<file path="config.mk">
export PLATFORM = sky130hd
export DESIGN_NAME = signal_action_association_table_top
export DESIGN_NICKNAME = d
export VERILOG_FILES = /design/src/sigact_pkg.sv /design/src/signal_action_association_table_top.sv /design/src/sigact_mem.sv /design/src/sigact_ctrl.sv
export SDC_FILE = /design/constraint.sdc
export NUM_CORES = 2
export LEC_CHECK = 0
export BUFFER_PORTS_ARGS = -buffer_cell sky130_fd_sc_hd__buf_2
export CORE_UTILIZATION = 40
export CTS_CLUSTER_SIZE = 25
export DETAILED_ROUTE_END_ITERATION = 10
export PLACE_DENSITY = 0.55
export SYNTH_ARGS = -nofsm -noshare
export SYNTH_HDL_FRONTEND = slang
export SYNTH_SLANG_ARGS = --single-unit
</file>
<file path="constraint.sdc">
create_clock -name clk -period 15.7 [get_ports clk]
set_input_delay 0.785 -clock clk [delete_from_list [all_inputs] [get_ports clk]]
set_output_delay 0.785 -clock clk [all_outputs]
set_load 0.01 [all_outputs]
</file>
<file path="src/sigact_pkg.sv">
// Shared types and constants for the signal action association table.
// Holds the request/result transaction structs, function and status codes.
// No dependencies.
`default_nettype none

package sigact_pkg;

    localparam int ENTRIES_DEF = 8;
    localparam int SIGNALS_DEF = 32;

    localparam logic FUNC_GET = 1'b0;
    localparam logic FUNC_SET = 1'b1;

    localparam logic [1:0] ST_OK      = 2'd0;
    localparam logic [1:0] ST_INVALID = 2'd1;
    localparam logic [1:0] ST_FULL    = 2'd2;

    typedef struct packed {
        logic        func;
        logic [7:0]  signal_number;
        logic [31:0] handler_id;
        logic [31:0] action_mask;
    } req_t;

    typedef struct packed {
        logic [1:0]  status;
        logic [31:0] prev_handler;
        logic [31:0] prev_mask;
    } rsp_t;

endpackage

`default_nettype wire

</file>
<file path="src/signal_action_association_table_top.sv">
// Top level of the signal action association table.
// Instantiates sigact_ctrl and sigact_mem; depends on sigact_pkg.
//
// Usage:
//   Request channel: drive request and raise start; the transaction is taken
//   at a rising edge where start is high and busy is low. busy stays high
//   while the request is being worked on.
//   Result channel: done is high for exactly one cycle with result valid in
//   that cycle. The receiver cannot stall; a result must be taken when shown.
//   Sequence: an invalid signal number is answered in the cycle after the
//   request is taken. Otherwise the block scans the valid entries one per
//   cycle through the memory read port, then decides and writes back up to
//   two entries before done rises.
//   A new request may be started in the cycle done is high.
//   Reset: the table comes up empty; the entry memory needs no clearing.
`default_nettype none

module signal_action_association_table_top #(
    parameter int ENTRIES = sigact_pkg::ENTRIES_DEF,
    parameter int SIGNALS = sigact_pkg::SIGNALS_DEF
) (
    input  wire logic              clk,
    input  wire logic              rst_n,
    input  wire logic              start,
    output logic                   busy,
    input  wire sigact_pkg::req_t  request,
    output logic                   done,
    output sigact_pkg::rsp_t       result
);

    import sigact_pkg::*;

    localparam int AW = (ENTRIES > 1) ? $clog2(ENTRIES) : 1;
    localparam int DW = SIGNALS + 64;

    logic          mem_rd_en;
    logic [AW-1:0] mem_rd_addr;
    logic [DW-1:0] mem_rd_data;
    logic          mem_wr_en;
    logic [AW-1:0] mem_wr_addr;
    logic [DW-1:0] mem_wr_data;

    sigact_ctrl #(
        .ENTRIES (ENTRIES),
        .SIGNALS (SIGNALS),
        .AW      (AW),
        .DW      (DW)
    ) u_ctrl (
        .clk         (clk),
        .rst_n       (rst_n),
        .start       (start),
        .busy        (busy),
        .request     (request),
        .done        (done),
        .result      (result),
        .mem_rd_en   (mem_rd_en),
        .mem_rd_addr (mem_rd_addr),
        .mem_rd_data (mem_rd_data),
        .mem_wr_en   (mem_wr_en),
        .mem_wr_addr (mem_wr_addr),
        .mem_wr_data (mem_wr_data)
    );

    sigact_mem #(
        .DEPTH (ENTRIES),
        .WIDTH (DW),
        .AW    (AW)
    ) u_mem (
        .clk     (clk),
        .rd_en   (mem_rd_en),
        .rd_addr (mem_rd_addr),
        .rd_data (mem_rd_data),
        .wr_en   (mem_wr_en),
        .wr_addr (mem_wr_addr),
        .wr_data (mem_wr_data)
    );

endmodule

`default_nettype wire

</file>
<file path="src/sigact_mem.sv">
// Entry store: one synchronous single-port-per-direction memory.
// One write and one registered read per cycle. No dependencies.
`default_nettype none

module sigact_mem #(
    parameter int DEPTH = 8,
    parameter int WIDTH = 96,
    parameter int AW    = 3
) (
    input  wire logic             clk,
    input  wire logic             rd_en,
    input  wire logic [AW-1:0]    rd_addr,
    output logic      [WIDTH-1:0] rd_data,
    input  wire logic             wr_en,
    input  wire logic [AW-1:0]    wr_addr,
    input  wire logic [WIDTH-1:0] wr_data
);

    logic [WIDTH-1:0] mem [DEPTH];

    always_ff @(posedge clk)
    begin
        if (wr_en)
        begin
            mem[wr_addr] <= wr_data;
        end
        if (rd_en)
        begin
            rd_data <= mem[rd_addr];
        end
    end

endmodule

`default_nettype wire

</file>
<file path="src/sigact_ctrl.sv">
// Sequencer for the association table: scans the entry memory, decides the
// update and writes it back. Depends on sigact_pkg.
`default_nettype none

module sigact_ctrl #(
    parameter int ENTRIES = sigact_pkg::ENTRIES_DEF,
    parameter int SIGNALS = sigact_pkg::SIGNALS_DEF,
    parameter int AW      = (ENTRIES > 1) ? $clog2(ENTRIES) : 1,
    parameter int DW      = SIGNALS + 64
) (
    input  wire logic              clk,
    input  wire logic              rst_n,
    input  wire logic              start,
    output logic                   busy,
    input  wire sigact_pkg::req_t  request,
    output logic                   done,
    output sigact_pkg::rsp_t       result,
    output logic                   mem_rd_en,
    output logic [AW-1:0]          mem_rd_addr,
    input  wire logic [DW-1:0]     mem_rd_data,
    output logic                   mem_wr_en,
    output logic [AW-1:0]          mem_wr_addr,
    output logic [DW-1:0]          mem_wr_data
);

    import sigact_pkg::*;

    localparam int CW = $clog2(ENTRIES + 1);
    localparam int SW = $clog2(SIGNALS);

    typedef enum logic [2:0] {S_IDLE, S_SCAN, S_DECIDE, S_WR1, S_WR2} state_t;

    state_t            state_reg;
    logic [CW-1:0]     count_reg;
    logic [CW-1:0]     count_next;
    logic [CW-1:0]     issue_reg;
    logic              pend_reg;
    logic [CW-1:0]     pend_idx_reg;
    logic              found_n_reg;
    logic              found_a_reg;
    logic              done_reg;
    rsp_t              result_reg;

    // request and scan payload
    logic [SW-1:0]      sig_reg;
    logic               func_reg;
    logic [31:0]        h_reg;
    logic [31:0]        m_reg;
    logic [AW-1:0]      n_idx_reg;
    logic [SIGNALS-1:0] n_sig_reg;
    logic [31:0]        n_h_reg;
    logic [31:0]        n_m_reg;
    logic [AW-1:0]      a_idx_reg;
    logic [SIGNALS-1:0] a_sig_reg;
    logic [SIGNALS-1:0] last_sig_reg;
    logic [31:0]        last_h_reg;
    logic [31:0]        last_m_reg;
    logic               wr1_en_reg;
    logic [AW-1:0]      wr1_addr_reg;
    logic [DW-1:0]      wr1_data_reg;
    logic               wr2_en_reg;
    logic [AW-1:0]      wr2_addr_reg;
    logic [DW-1:0]      wr2_data_reg;

    logic               sig_valid;
    logic [SIGNALS-1:0] rd_sig;
    logic [31:0]        rd_h;
    logic [31:0]        rd_m;
    logic               hit_n;
    logic               hit_a;
    logic               scan_last;

    logic [SIGNALS-1:0] bit_v;
    logic [SIGNALS-1:0] n_clr;
    logic               n_empty;
    logic [CW-1:0]      last_idx;
    logic               a_is_last;
    logic [SIGNALS-1:0] last_sig_eff;
    logic [DW-1:0]      n_new;
    logic [CW-1:0]      cnt_after_clr;
    rsp_t               dec_result;
    logic               dec_wr1_en;
    logic [AW-1:0]      dec_wr1_addr;
    logic [DW-1:0]      dec_wr1_data;
    logic               dec_wr2_en;
    logic [AW-1:0]      dec_wr2_addr;
    logic [DW-1:0]      dec_wr2_data;

    assign sig_valid = ({1'b0, request.signal_number} < 9'(SIGNALS));

    assign busy   = (state_reg != S_IDLE);
    assign done   = done_reg;
    assign result = result_reg;

    assign mem_rd_en   = (state_reg == S_SCAN) && (issue_reg < count_reg);
    assign mem_rd_addr = issue_reg[AW-1:0];
    assign mem_wr_en   = (state_reg == S_WR1) || (state_reg == S_WR2);
    assign mem_wr_addr = (state_reg == S_WR1) ? wr1_addr_reg : wr2_addr_reg;
    assign mem_wr_data = (state_reg == S_WR1) ? wr1_data_reg : wr2_data_reg;

    assign rd_sig    = mem_rd_data[DW-1:64];
    assign rd_h      = mem_rd_data[63:32];
    assign rd_m      = mem_rd_data[31:0];
    assign hit_n     = rd_sig[sig_reg];
    assign hit_a     = (rd_h == h_reg) && (rd_m == m_reg);
    assign scan_last = (pend_idx_reg == (count_reg - CW'(1)));

    // Update plan from the scan results
    always_comb
    begin
        bit_v         = {{(SIGNALS-1){1'b0}}, 1'b1} << sig_reg;
        n_clr         = n_sig_reg & ~bit_v;
        n_empty       = (n_clr == '0);
        last_idx      = count_reg - CW'(1);
        a_is_last     = (a_idx_reg == last_idx[AW-1:0]);
        // the last entry may already carry the bit added to the matching entry
        last_sig_eff  = last_sig_reg | ((found_a_reg && a_is_last) ? bit_v : '0);
        n_new         = n_empty ? {last_sig_eff, last_h_reg, last_m_reg}
                                : {n_clr, n_h_reg, n_m_reg};
        cnt_after_clr = (found_n_reg && n_empty) ? (count_reg - CW'(1)) : count_reg;

        dec_result   = '{status: ST_OK, prev_handler: 32'd0, prev_mask: 32'd0};
        dec_wr1_en   = 1'b0;
        dec_wr1_addr = n_idx_reg;
        dec_wr1_data = n_new;
        dec_wr2_en   = 1'b0;
        dec_wr2_addr = n_idx_reg;
        dec_wr2_data = n_new;
        count_next   = count_reg;

        if (func_reg == FUNC_GET)
        begin
            if (found_n_reg)
            begin
                dec_result.prev_handler = n_h_reg;
                dec_result.prev_mask    = n_m_reg;
            end
        end
        else if (h_reg == 32'd0)
        begin
            if (found_n_reg)
            begin
                dec_result.prev_handler = n_h_reg;
                dec_result.prev_mask    = n_m_reg;
                dec_wr1_en              = 1'b1;
                count_next              = cnt_after_clr;
            end
        end
        else if (found_a_reg)
        begin
            if (found_n_reg && (n_idx_reg == a_idx_reg))
            begin
                dec_result.prev_handler = h_reg;
                dec_result.prev_mask    = m_reg;
            end
            else
            begin
                dec_wr1_en   = 1'b1;
                dec_wr1_addr = a_idx_reg;
                dec_wr1_data = {a_sig_reg | bit_v, h_reg, m_reg};
                if (found_n_reg)
                begin
                    dec_result.prev_handler = n_h_reg;
                    dec_result.prev_mask    = n_m_reg;
                    dec_wr2_en              = 1'b1;
                    count_next              = cnt_after_clr;
                end
            end
        end
        else if ((count_reg >= CW'(ENTRIES)) && (!found_n_reg || (n_sig_reg != bit_v)))
        begin
            dec_result.status = ST_FULL;
        end
        else
        begin
            if (found_n_reg)
            begin
                dec_result.prev_handler = n_h_reg;
                dec_result.prev_mask    = n_m_reg;
                dec_wr1_en              = 1'b1;
            end
            // append after any removal
            dec_wr2_en   = 1'b1;
            dec_wr2_addr = cnt_after_clr[AW-1:0];
            dec_wr2_data = {bit_v, h_reg, m_reg};
            count_next   = cnt_after_clr + CW'(1);
        end
    end

    always_ff @(posedge clk or negedge rst_n)
    begin
        if (!rst_n)
        begin
            state_reg    <= S_IDLE;
            count_reg    <= '0;
            issue_reg    <= '0;
            pend_reg     <= 1'b0;
            pend_idx_reg <= '0;
            found_n_reg  <= 1'b0;
            found_a_reg  <= 1'b0;
            done_reg     <= 1'b0;
            result_reg   <= '0;
        end
        else
        begin
            done_reg <= 1'b0;
            unique case (state_reg)
                S_IDLE:
                begin
                    if (start)
                    begin
                        if (!sig_valid)
                        begin
                            done_reg   <= 1'b1;
                            result_reg <= '{status: ST_INVALID, prev_handler: 32'd0,
                                            prev_mask: 32'd0};
                        end
                        else
                        begin
                            state_reg   <= S_SCAN;
                            issue_reg   <= '0;
                            pend_reg    <= 1'b0;
                            found_n_reg <= 1'b0;
                            found_a_reg <= 1'b0;
                        end
                    end
                end
                S_SCAN:
                begin
                    pend_reg     <= mem_rd_en;
                    pend_idx_reg <= issue_reg;
                    if (mem_rd_en)
                    begin
                        issue_reg <= issue_reg + CW'(1);
                    end
                    if (pend_reg)
                    begin
                        if (hit_n)
                        begin
                            found_n_reg <= 1'b1;
                        end
                        if (hit_a)
                        begin
                            found_a_reg <= 1'b1;
                        end
                    end
                    if (!mem_rd_en && !pend_reg)
                    begin
                        state_reg <= S_DECIDE;
                    end
                end
                S_DECIDE:
                begin
                    result_reg <= dec_result;
                    count_reg  <= count_next;
                    if (dec_wr1_en)
                    begin
                        state_reg <= S_WR1;
                    end
                    else if (dec_wr2_en)
                    begin
                        state_reg <= S_WR2;
                    end
                    else
                    begin
                        state_reg <= S_IDLE;
                        done_reg  <= 1'b1;
                    end
                end
                S_WR1:
                begin
                    if (wr2_en_reg)
                    begin
                        state_reg <= S_WR2;
                    end
                    else
                    begin
                        state_reg <= S_IDLE;
                        done_reg  <= 1'b1;
                    end
                end
                S_WR2:
                begin
                    state_reg <= S_IDLE;
                    done_reg  <= 1'b1;
                end
                default:
                begin
                    state_reg <= S_IDLE;
                end
            endcase
        end
    end

    // Payload capture: request, first hits of the scan, the last entry, write plan
    always_ff @(posedge clk)
    begin
        if ((state_reg == S_IDLE) && start)
        begin
            func_reg <= request.func;
            sig_reg  <= request.signal_number[SW-1:0];
            h_reg    <= request.handler_id;
            m_reg    <= request.action_mask;
        end
        if ((state_reg == S_SCAN) && pend_reg)
        begin
            if (hit_n && !found_n_reg)
            begin
                n_idx_reg <= pend_idx_reg[AW-1:0];
                n_sig_reg <= rd_sig;
                n_h_reg   <= rd_h;
                n_m_reg   <= rd_m;
            end
            if (hit_a && !found_a_reg)
            begin
                a_idx_reg <= pend_idx_reg[AW-1:0];
                a_sig_reg <= rd_sig;
            end
            if (scan_last)
            begin
                last_sig_reg <= rd_sig;
                last_h_reg   <= rd_h;
                last_m_reg   <= rd_m;
            end
        end
        if (state_reg == S_DECIDE)
        begin
            wr1_en_reg   <= dec_wr1_en;
            wr1_addr_reg <= dec_wr1_addr;
            wr1_data_reg <= dec_wr1_data;
            wr2_en_reg   <= dec_wr2_en;
            wr2_addr_reg <= dec_wr2_addr;
            wr2_data_reg <= dec_wr2_data;
        end
    end

endmodule

`default_nettype wire

</file>
==> results_tabular.tex <==
\begin{tabular}{lr}
\hline
Metric & Value \\
\hline
\multicolumn{2}{l}{\textbf{Floorplanning}} \\
\quad Starting utilization of the core area & 0.4029 \\
\quad Die width & 379.4 um \\
\quad Height of the die & 379.4 um \\
\quad FP Rows & 138 \\
\quad Area enclosed by the die boundary & 143900 um\^{}2 \\
\quad Core area & 141400 um\^{}2 \\
\quad Ports placed on the boundary & 144 \\
\multicolumn{2}{l}{\textbf{Timing}} \\
\quad Max-Slew Margin vs Limit & 0.2217 \\
\quad Slew Limit Fails & 0 \\
\quad Hold violation count in the final report & 0 \\
\quad Fin Clk Skew & 41.53 ps \\
\quad Max Clk Rate & 157.7 MHz \\
\quad Number of setup violations in the final report & 0 \\
\quad Post-layout min period & 6340 ps \\
\quad RSZ-0062 raised after global routing & no \\
\quad Share of the clock period used by the worst path & 0.4038 \\
\quad Total negative slack for setup checks & 0 ps \\
\quad Pin slew with the least headroom to its limit & 1157 ps \\
\multicolumn{2}{l}{\textbf{Layout}} \\
\quad Number of flip-flops in the largest register & 768 \\
\quad Syn-to-layout area delta & 13.68\% \\
\quad Final-stage net count & 3546 \\
\quad Layout cells sized above 1 & 0.2086 \\
\quad Final Util & 0.4580 \\
\quad Filler Cells Inserted & 12.06k \\
\quad Multi-input combinational cell area & 12880 um\^{}2 \\
\quad Total area of sequential cells & 43070 um\^{}2 \\
\quad Largest register by flop count & u\_mem.mem \\
\multicolumn{2}{l}{\textbf{Placement}} \\
\quad Count of input and output buffers & 143 \\
\quad Gp weighted congestion & 0.8180 \\
\quad HPWL Detailed & 80520 um \\
\multicolumn{2}{l}{\textbf{Critical path}} \\
\quad Worst-path fanout max & 47 \\
\quad Startpoint class of the critical path & register \\
\quad Data arrival time of the critical path & 6990 ps \\
\quad Crit path from & u\_ctrl.sig\_reg[0]\$\_DFFE\_PP\_ \\
\quad Maximum single-stage delay on the critical path & 840 ps \\
\quad Critical path endpoint category & register \\
\quad Sequence of cells on the critical path & nand2b\_1 -> nor2\_1 -> inv\_1 -> ha\_1 -> nor4\_1 -> nand2\_1 -> nor4\_4 -> buf\_4 -> buf\_4 -> a21oi\_1 -> a31oi\_1 -> ha\_1 -> and3\_1 -> o21ai\_1 -> xnor2\_1 \\
\quad Max stage delay cell, worst path & sky130\_fd\_sc\_hd\_\_nor4\_4 \\
\quad Data required time of the critical path & 16350 ps \\
\quad Launch point of the worst reg-to-reg path & u\_ctrl.sig\_reg[0]\$\_DFFE\_PP\_ \\
\quad Type of the worst setup path & reg -> reg \\
\multicolumn{2}{l}{\textbf{Synthesis}} \\
\quad Syn Std Cell Area & 56970 um\^{}2 \\
\quad Flip-flop and latch count after synthesis & 1448 \\
\quad Number of flops mapped to enable cells by yosys & 1363 \\
\quad Area share of the largest cell type after synthesis & 0.7184 \\
\quad Cell type with the largest total area after synthesis & sky130\_fd\_sc\_hd\_\_edfxtp\_1 \\
\quad Ranking of synthesized cells by area & sky130\_fd\_sc\_hd\_\_edfxtp\_1 (72\%), sky130\_fd\_sc\_hd\_\_mux4\_2 (8.0\%), sky130\_fd\_sc\_hd\_\_dfrtp\_1 (3.7\%) \\
\quad Synthesized Nets & 3371 \\
\quad Top FF cell, synth & sky130\_fd\_sc\_hd\_\_edfxtp\_1 \\
\quad Distinct cells, synth & 57 \\
\quad Portion of the post-synthesis area used by sequential elements & 0.7558 \\
\quad Async set-or-reset flop fraction in the synthesized netlist & 0.05870 \\
\quad Instance count of the mapped netlist & 3257 \\
\quad Per-instance average area after synthesis & 17.49 um\^{}2 \\
\quad Yosys synthesis warning count & 0 \\
\multicolumn{2}{l}{\textbf{Power}} \\
\quad Power density over cell area & 169.1 nW/um\^{}2 \\
\quad Lkg Pwr & 22.12 nW \\
\quad Share of power burned in registers & 0.479 \\
\quad P\_int & 0.007846 W \\
\quad Net switching component of the power & 0.003107 W \\
\quad Share of total power in combinational logic & 0.197 \\
\quad Switch share & 0.2837 \\
\quad Clock share of power & 0.324 \\
\quad Worst supply voltage drop on vdd & 0.1192 mV \\
\multicolumn{2}{l}{\textbf{Detailed routing}} \\
\quad Number of remaining DRC errors & 0 \\
\quad Violation count after the first detailed-route iteration & 2911 \\
\quad Routed WL per cell & 26.20 um \\
\quad Overall via count from detail\_route & 29.86k \\
\quad Final wirelength & 142600 um \\
\quad Iteration count of the initial detailed-routing pass & 8 \\
\quad DRT antenna net count & 0 \\
\quad Mean number of vias per cell & 5.485 \\
\multicolumn{2}{l}{\textbf{Job}} \\
\quad Maximum capacitance violations & 0 \\
\multicolumn{2}{l}{\textbf{CTS}} \\
\quad Number of H-tree levels & 4 \\
\quad Clock latency of the later-clocked register in the worst-skew pair & 780 ps \\
\quad \# clock sinks & 1448 \\
\quad Max clock buf depth & 3 \\
\quad Clk pin slew, worst setup/hold paths & 60 ps \\
\quad TritonCTS clock tree & yes \\
\quad Root Buffer Master & sky130\_fd\_sc\_hd\_\_clkbuf\_16 \\
\quad Total CTS buffers & 151 \\
\multicolumn{2}{l}{\textbf{Global routing}} \\
\quad First-pass GRT wire length & 207500 um \\
\quad Pin count of the biggest net entering global routing & 166 \\
\quad Via count of the first global-routing pass & 29.66k \\
\quad Antenna violations before repair & 4 \\
\quad GRT Total Usage & 0.2006 \\
\quad Overall overflow remaining after global route & 0 \\
\multicolumn{2}{l}{\textbf{Min path}} \\
\quad Origin of the worst min-delay path & request[46] \\
\quad Path category of the worst min-delay check & in -> reg \\
\multicolumn{2}{l}{\textbf{Run status}} \\
\quad Run status & completed \\
\hline
\end{tabular}
[logic make-up after synthesis]
group | Yosys count | share of synthesized area
DFF | 1448 | 0.7558
buffers and inverters | 276 | 0.02049
adders and majority gates | 38 | 0.008346
xor gates and xnor gates | 84 | 0.01291
muxes | 370 | 0.1116
AOI/OAI and AO/OA | 365 | 0.04070
and+or+nand+nor | 676 | 0.05021
[routing by layer]
| layer | track usage | wire [um] |
|---|---|---|
| met2 | 0.3084 | 66090 |
| met5 | 0 | 13 |
| met1 | 0.2976 | 65980 |
| met3 | 0.03349 | 8252 |
| met4 | 0.04823 | 2272 |
[critical path, delay by kind of cell, from the launching register on]
| kind | cells | cell delay (ps) |
|---|---|---|
| xor gates and xnor gates | 1 | 150 |
| AOI/OAI and AO/OA | 3 | 620 |
| DFF | 1 | 700 |
| and+or+nand+nor | 6 | 2320 |
| adders and majority gates | 2 | 420 |
| buffers and inverters | 3 | 1730 |
[path summary, 6_finish.rpt]
kind                                                        end  slack (ps)  cells past startpoint
worst max register to register  u_ctrl.count_reg[2]$_DFFE_PN0P_        9360                     15
worst min-delay path                 u_ctrl.h_reg[14]$_DFFE_PP_         180                      1
min in group asynchronous         u_ctrl.result[34]$_DFFE_PN0P_         530                      2
worst max-delay path            u_ctrl.count_reg[2]$_DFFE_PN0P_        9360                     15
max in group asynchronous       u_ctrl.issue_reg[1]$_DFFE_PN0P_       13690                      3
worst min register to register  u_ctrl.state_reg[2]$_DFFE_PN0P_         490                      2
[cell type report]
class,instances,area share
antenna,2,0.00007727
clock buffer,202,0.06483
clock inverter,71,0.01072
inverter,107,0.006240
multi-input combinational,1533,0.1988
sequential,1448,0.6650
tap,1890,0.03651
timing repair buffer,191,0.01785
[synth_stat cells, types with 13 or more instances]
library cell and number:
sky130_fd_sc_hd__inv_1 107, sky130_fd_sc_hd__clkbuf_1 85, sky130_fd_sc_hd__dfrtp_1 85, sky130_fd_sc_hd__a21oi_1 233, sky130_fd_sc_hd__buf_1 35, sky130_fd_sc_hd__nor2_1 218
sky130_fd_sc_hd__mux4_2 202, sky130_fd_sc_hd__nor4_1 26, sky130_fd_sc_hd__nand2_1 328, sky130_fd_sc_hd__buf_4 13, sky130_fd_sc_hd__mux2i_1 67, sky130_fd_sc_hd__ha_1 38
sky130_fd_sc_hd__a21o_1 34, sky130_fd_sc_hd__edfxtp_1 1363, sky130_fd_sc_hd__nand4_1 28, sky130_fd_sc_hd__xor2_1 23, sky130_fd_sc_hd__a222oi_1 64, sky130_fd_sc_hd__mux2_2 100
sky130_fd_sc_hd__nor3_1 40, sky130_fd_sc_hd__xnor2_1 61, sky130_fd_sc_hd__buf_2 30
[power groups by stage]
stage / Combinational [W] / Clock, W / Sequential [W]
after detailed placement: 0.00219 / 0 / 0.00532
after CTS: 0.00220 / 0.00362 / 0.00525
after floorplan: 0.00149 / 0 / 0.00519
final: 0.00216 / 0.00355 / 0.00525
after global routing: 0.00233 / 0.00376 / 0.00529
after global placement: 0.00219 / 0 / 0.00532
[cell usage in the layout (no fill, tap or decap), types with 34 or more instances in the layout]
cell	netlist	final
sky130_fd_sc_hd__ha_1	38	38
sky130_fd_sc_hd__a21o_1	34	34
sky130_fd_sc_hd__nand2_1	328	328
sky130_fd_sc_hd__mux2i_1	67	67
sky130_fd_sc_hd__dfrtp_1	85	82
sky130_fd_sc_hd__mux2_2	100	100
sky130_fd_sc_hd__buf_4	13	42
sky130_fd_sc_hd__nor3_1	40	39
sky130_fd_sc_hd__clkbuf_16	0	158
sky130_fd_sc_hd__a21oi_1	233	233
sky130_fd_sc_hd__clkbuf_1	85	36
sky130_fd_sc_hd__edfxtp_1	1363	1363
sky130_fd_sc_hd__nor2_1	218	207
sky130_fd_sc_hd__buf_2	30	142
sky130_fd_sc_hd__inv_1	107	106
sky130_fd_sc_hd__xnor2_1	61	61
sky130_fd_sc_hd__a222oi_1	64	64
sky130_fd_sc_hd__mux4_2	202	202
[timing repair]
action,CTS,global route
endpoints found under the hold margin,31,0
hold buffers,1,0
setup buffers,0,0
gates resized for setup,0,0
[metrics by stage]
step	hold WS (ps)	cell area [um^2]	cells	setup WS, ps	power, W
finish	181.3	64770	5444	9360	0.01095
detailed placement	483.0	59860	5168	9377	0.007513
CTS	121.5	64760	5442	9365	0.01108
floorplan	450.9	56970	3257	4594	0.006682
global route	150.9	64760	5442	8883	0.01138
global placement	471.0	59860	5168	9478	0.007511
(Power assumes the default switching activity.)
